**config.mk**
```make
export PLATFORM = sky130hd
export DESIGN_NAME = bdse_div
export DESIGN_NICKNAME = d
export VERILOG_FILES = /design/src/sv/bdse_pkg.sv /design/src/sv/bdse_div.sv
export SDC_FILE = /design/constraint.sdc
export NUM_CORES = 1
export LEC_CHECK = 0
export BUFFER_PORTS_ARGS = -buffer_cell sky130_fd_sc_hd__buf_2
export CAP_MARGIN = 10
export CORE_MARGIN = 2
export CORE_UTILIZATION = 64
export CTS_BUF_LIST = sky130_fd_sc_hd__clkbuf_8
export CTS_CLUSTER_SIZE = 8
export DETAILED_ROUTE_END_ITERATION = 16
export PLACE_DENSITY = 0.89
export SLEW_MARGIN = 20
export SYNTH_ARGS = -nofsm -noshare
export SYNTH_HDL_FRONTEND = slang
export SYNTH_SLANG_ARGS = --single-unit
```
**constraint.sdc**
```tcl
create_clock -name i_clk -period 14.25 [get_ports i_clk]
set_input_delay 2.85 -clock i_clk [delete_from_list [all_inputs] [get_ports i_clk]]
set_output_delay 2.85 -clock i_clk [all_outputs]
set_load 0.05 [all_outputs]
```
**src/sv/bdse_pkg.sv**
```systemverilog
// Shared types, constants and helpers for the battery drain slope estimator.
// No dependencies.
package bdse_pkg;

    localparam int WINDOW_DEPTH = 32;
    localparam int SLOT_W = (WINDOW_DEPTH > 2) ? $clog2(WINDOW_DEPTH) : 1;
    localparam int CNT_W  = $clog2(WINDOW_DEPTH + 1);

    // x is whole seconds of a 32-bit ms difference, y a 0..100 charge
    localparam int X_W   = 23;
    localparam int Y_W   = 7;
    localparam int SX_W  = X_W + CNT_W;
    localparam int SY_W  = Y_W + CNT_W;
    localparam int SXX_W = 2 * X_W + CNT_W;
    localparam int SXY_W = X_W + Y_W + CNT_W;
    localparam int DEN_W = SXX_W + CNT_W;
    localparam int D_W   = SX_W + SY_W;
    localparam int DIV_W = DEN_W + Y_W + 1;

    // floor(2^38 / 1000), low by under one unit of the quotient
    localparam logic [28:0] RECIP_1000 = 29'd274877906;
    localparam int          RECIP_SH   = 38;

    localparam logic [31:0] INTERVAL_RST = 32'd300000;
    localparam logic [31:0] SPAN_RST     = 32'd1800000;

    localparam logic CFG_INTERVAL = 1'b0;
    localparam logic CFG_SPAN     = 1'b1;

    typedef struct packed {
        logic [31:0]       now_ms;
        logic              has_battery;
        logic              on_usb;
        logic signed [7:0] charge_percent;
    } t_in;

    typedef struct packed {
        logic        estimate_valid;
        logic [15:0] drain_tenths_per_hour;
        logic [31:0] minutes_left;
        logic [5:0]  window_count;
    } t_out;

    typedef enum logic [3:0] {
        S_IDLE, S_CHK, S_EST0, S_EST1, S_EST2, S_WALK,
        S_FIN1, S_FIN2, S_FIN3, S_FIN4, S_DIV, S_OUT
    } t_state;

    // (base + k) mod WINDOW_DEPTH, with base < depth and k <= depth
    function automatic logic [SLOT_W-1:0] slot_add(input logic [SLOT_W-1:0] base,
                                                   input logic [CNT_W-1:0] k);
        logic [SLOT_W+1:0] sum;
        sum = (SLOT_W + 2)'(base) + (SLOT_W + 2)'(k);
        if (sum >= (SLOT_W + 2)'(WINDOW_DEPTH)) begin
            sum = sum - (SLOT_W + 2)'(WINDOW_DEPTH);
        end
        return sum[SLOT_W-1:0];
    endfunction

endpackage

```
**src/sv/bdse_div.sv**
```systemverilog
// Restoring divider, one quotient bit per cycle.
// Depends on bdse_pkg.
module bdse_div (
    input  logic                        i_clk,
    input  logic                        i_rst_n,
    input  logic                        i_start,
    input  logic [bdse_pkg::DIV_W-1:0]  i_num,
    input  logic [bdse_pkg::DIV_W-1:0]  i_den,
    output logic                        o_done,
    output logic [bdse_pkg::DIV_W-1:0]  o_quo
);
    import bdse_pkg::*;

    localparam int CW = $clog2(DIV_W + 1);

    logic [DIV_W:0]   r_rem;
    logic [DIV_W-1:0] r_quo;
    logic [DIV_W-1:0] r_den;
    logic [CW-1:0]    r_cnt;
    logic             r_busy;
    logic             r_done;

    logic [DIV_W:0] rem_sh;
    logic           fits;

    assign rem_sh = {r_rem[DIV_W-1:0], r_quo[DIV_W-1]};
    assign fits   = rem_sh >= {1'b0, r_den};

    always_ff @(posedge i_clk) begin
        if (!i_rst_n) begin
            r_busy <= 1'b0;
            r_done <= 1'b0;
            r_cnt  <= '0;
        end else begin
            r_done <= 1'b0;
            if (i_start) begin
                r_busy <= 1'b1;
                r_cnt  <= '0;
                r_rem  <= '0;
                r_quo  <= i_num;
                r_den  <= i_den;
            end else if (r_busy) begin
                r_rem <= fits ? rem_sh - {1'b0, r_den} : rem_sh;
                r_quo <= {r_quo[DIV_W-2:0], fits};
                r_cnt <= r_cnt + 1'b1;
                if (r_cnt == CW'(DIV_W - 1)) begin
                    r_busy <= 1'b0;
                    r_done <= 1'b1;
                end
            end
        end
    end

    assign o_done = r_done;
    assign o_quo  = r_quo;

endmodule

```
==> results.txt <==
worst reg2reg startpoint = r_rem[2]
Clock Latency Late Sink = 0.54 ns
largest net degree at the start of global routing = 93
EDFF count, synth = 198
drt first pass iters = 5
Cell variety after synth = 68
sw frac = 34.3%
Worst setup EP type = register
Worst Hold Path EP = r_cnt[6]
part of the power in the clock network = 27.4%
FF-to-FF End = r_rem[63]
slowest cell on the critical path = buf_4
clk sinks = 207
num ports = 202
CP arrival = 5.29 ns
grt met3 use = 6.83%
ANT nets after route = 0
Die ar. = 20700 um2
worst-case clock skew = 0.0190 ns
status = finished, final reports clean
nets = 1584
CP bufs+invs = 4
hold buffers post-CTS = 0
Non-Filler Instances = 1671
Die Ht = 144 um
Tmin final = 5.13 ns
Die Width = 144 um
Slew HR = 38.1%
Seq pwr share = 42.3%
Core Area = 19300 um2
post-synthesis sequential area ratio = 48.9%
wirelength, routed = 30.9 mm
H-tree depth = 2
minimum setup slack among reg-to-reg paths = 9.80 ns
Final Slew Violations = 0
DR vias/cell = 6.08
final setup vio count = 0
Hold Fails Final Rpt = 0
Max Fanout on Critical Path = 92
Reg clk slew, reported paths = 0.05 ns
global route overflow = 0
worst min path class = reg2reg
row count = 51
Max Root-Sink Buffers = 3
CP top delay family = buffers and inverters
total track usage = 29.6%
global-route wire length before repair = 48.5 mm
most frequent CP cell = buf_4
setup bufs post-CTS = 0
maximum vdd ir drop = 0.100 mV
synthesized net count = 1401
Initial Utilization = 64.7%
Mapped Cells = 1197
met1 GRT Util = 38.0%
Yosys reg bits = 207
max-cap violations = 0
Worst path depth = 5
gpl congestion = 0.914
via count = 10158
Crit path required time = 14.41 ns
Layout area overhead = 14.2%
R2R depth = 11
met2 Track Usage GR = 49.9%
vias in the first global route = 9761
root buffer cell = clkbuf_8
WS Path Type = in2reg
Gate power share = 30.3%
per-cell routed wire length = 18.5 um
CTS tree = built
most used flip-flop cell after synthesis = edfxtp_1
leakage = 5.96 nW
Psw = 0.000617 W
grt peak-use layer = met2
Fin Setup TNS = 0 ns
layout cell share with drive strength beyond 1 = 23.8%
asr flop ratio synth = 0%
Synth warnings = 0
Internal = 0.00118 W
power per cell area = 126 nW/um2
fillcell total = 1352
initial antenna violation count = 1
RSZ-0062 raised after global routing = no
Synth Cell Area = 12500 um2
PortBufs = 201
post-synthesis area per instance = 10.5 um2
measured slew at the worst slew-check pin = 0.929 ns
cts bufs inserted = 36
cell chain of the critical path = buf_4, buf_4, nand2_1, inv_2, buf_4
crit-path max cell delay = 0.84 ns
post_cts resized = 0
Inst Count DP = 1607
Period Utilization, post-route = 36.0%
residual DRC count = 0
max frequency = 0.195 GHz
startpoint types = primary input
dpl hpwl = 21.4 mm
DR iter-0 viols = 880
hold depth = 2
hold_sp = r_cnt[6]
registers in the layout (all words and copies together), names as in the netlist:
signal	flops
o_quo	66
r_den	66
r_rem	66
r_cnt	7
o_done	1
r_busy	1
cells in the final DEF, fill, tap and decap left out, types with 38 or more instances in the layout:
cell type  count
a21oi_1      118
inv_1        112
ha_1          68
edfxtp_1     198
mux2_2        67
clkbuf_8      38
o21ai_0       47
nor2_1        56
nand2_1      113
buf_2        200
stage by stage:
step	setup slack (ns)	power [W]	hold slack [ns]	utilization [%]	cell area (um2)
after floorplan	7.41	0.00118	0.453	-	12500
after CTS	9.13	0.00180	0.498	73.9	14300
after global routing	8.86	0.00189	0.525	73.9	14300
after global placement	8.64	0.00129	0.467	70.6	13600
after detailed placement	8.56	0.00130	0.491	70.6	13600
final	9.12	0.00180	0.502	73.9	14300
layer usage:
metal	share of wire, %	wire length [um]
met2	49	15100
met4	2.6	804
met3	7.4	2280
met1	41	12700
met5	0	0
power by group through the flow:
stage                     Sequential (W)  Combinational (W)  Clock [W]
after floorplan                 0.000808           0.000370          0
after global placement          0.000770           0.000518          0
after detailed placement        0.000771           0.000532          0
after CTS                       0.000761           0.000537   0.000500
after global routing            0.000765           0.000594   0.000526
final                           0.000761           0.000545   0.000493
tightest hold or removal path, delay by kind of cell (launching register included):
family | cells | cell delay [ns]
flops | 1 | 0.32
compound gates | 2 | 0.14
how the worst max path moves through the flow:
stage,slack [ns],from,to
final,9.12,i_start,r_den[40]
after CTS,9.13,i_start,r_den[40]
after detailed placement,8.56,i_start,r_den[39]
after floorplan,7.41,i_start,o_quo[0]
after global placement,8.64,i_start,r_den[40]
after global routing,8.86,i_start,r_den[40]
area by class of cell:
class / count / area (um2) / area share, %
sequential: 207 / 6130 / 42.9
multi-input combinational: 826 / 5750 / 40.3
timing repair buffer: 207 / 1060 / 7.40
clock buffer: 38 / 523 / 3.66
inverter: 102 / 383 / 2.68
tap: 265 / 332 / 2.32
clock inverter: 25 / 114 / 0.797
antenna: 1 / 2.50 / 0.0175
logic make-up (layout without fill, tap and decap cells):
group / Yosys count / after routing / synth area share (%)
AOI/OAI and AO/OA: 318 / 318 / 16.4
and+or+nand+nor: 318 / 318 / 12.6
DFF: 207 / 207 / 48.9
buffers and inverters: 164 / 372 / 5.21
adders and majority gates: 69 / 69 / 6.96
muxes: 69 / 69 / 6.19
xor gates and xnor gates: 52 / 52 / 3.64
other: 0 / 1 / 0
cells in the mapped netlist, types with 5 or more instances:
cell       number  area, um2
edfxtp_1      198       5950
and3_1         14       87.6
nand2_1       113        424
mux2_2         67        754
o21bai_1       18        135
o31ai_1         6       45.0
a2111oi_0       5       43.8
clkbuf_1       39        146
a31oi_1         9       56.3
o211ai_1        7       52.6
or4_1          10       75.1
or3_1           7       43.8
a211oi_1       25        188
buf_2          16       80.1
xnor2_1        35        307
nor3_1          9       45.0
o21ai_0        47        235
a21oi_1       118        591
and2_1          6       37.5
nor2_1         56        210
o21a_1          7       52.6
dfxtp_1         9        180
nand3_1        27        135
a21o_1         28        210
nand4_1        29        181
ha_1           68        851
xor2_1         17        149
nand3b_1       16        120
or2_2           5       31.3
nand2b_1        8       50.1
inv_1         102        383
a211o_1         6       52.6
Note: power is estimated with default switching activity, not from simulation.
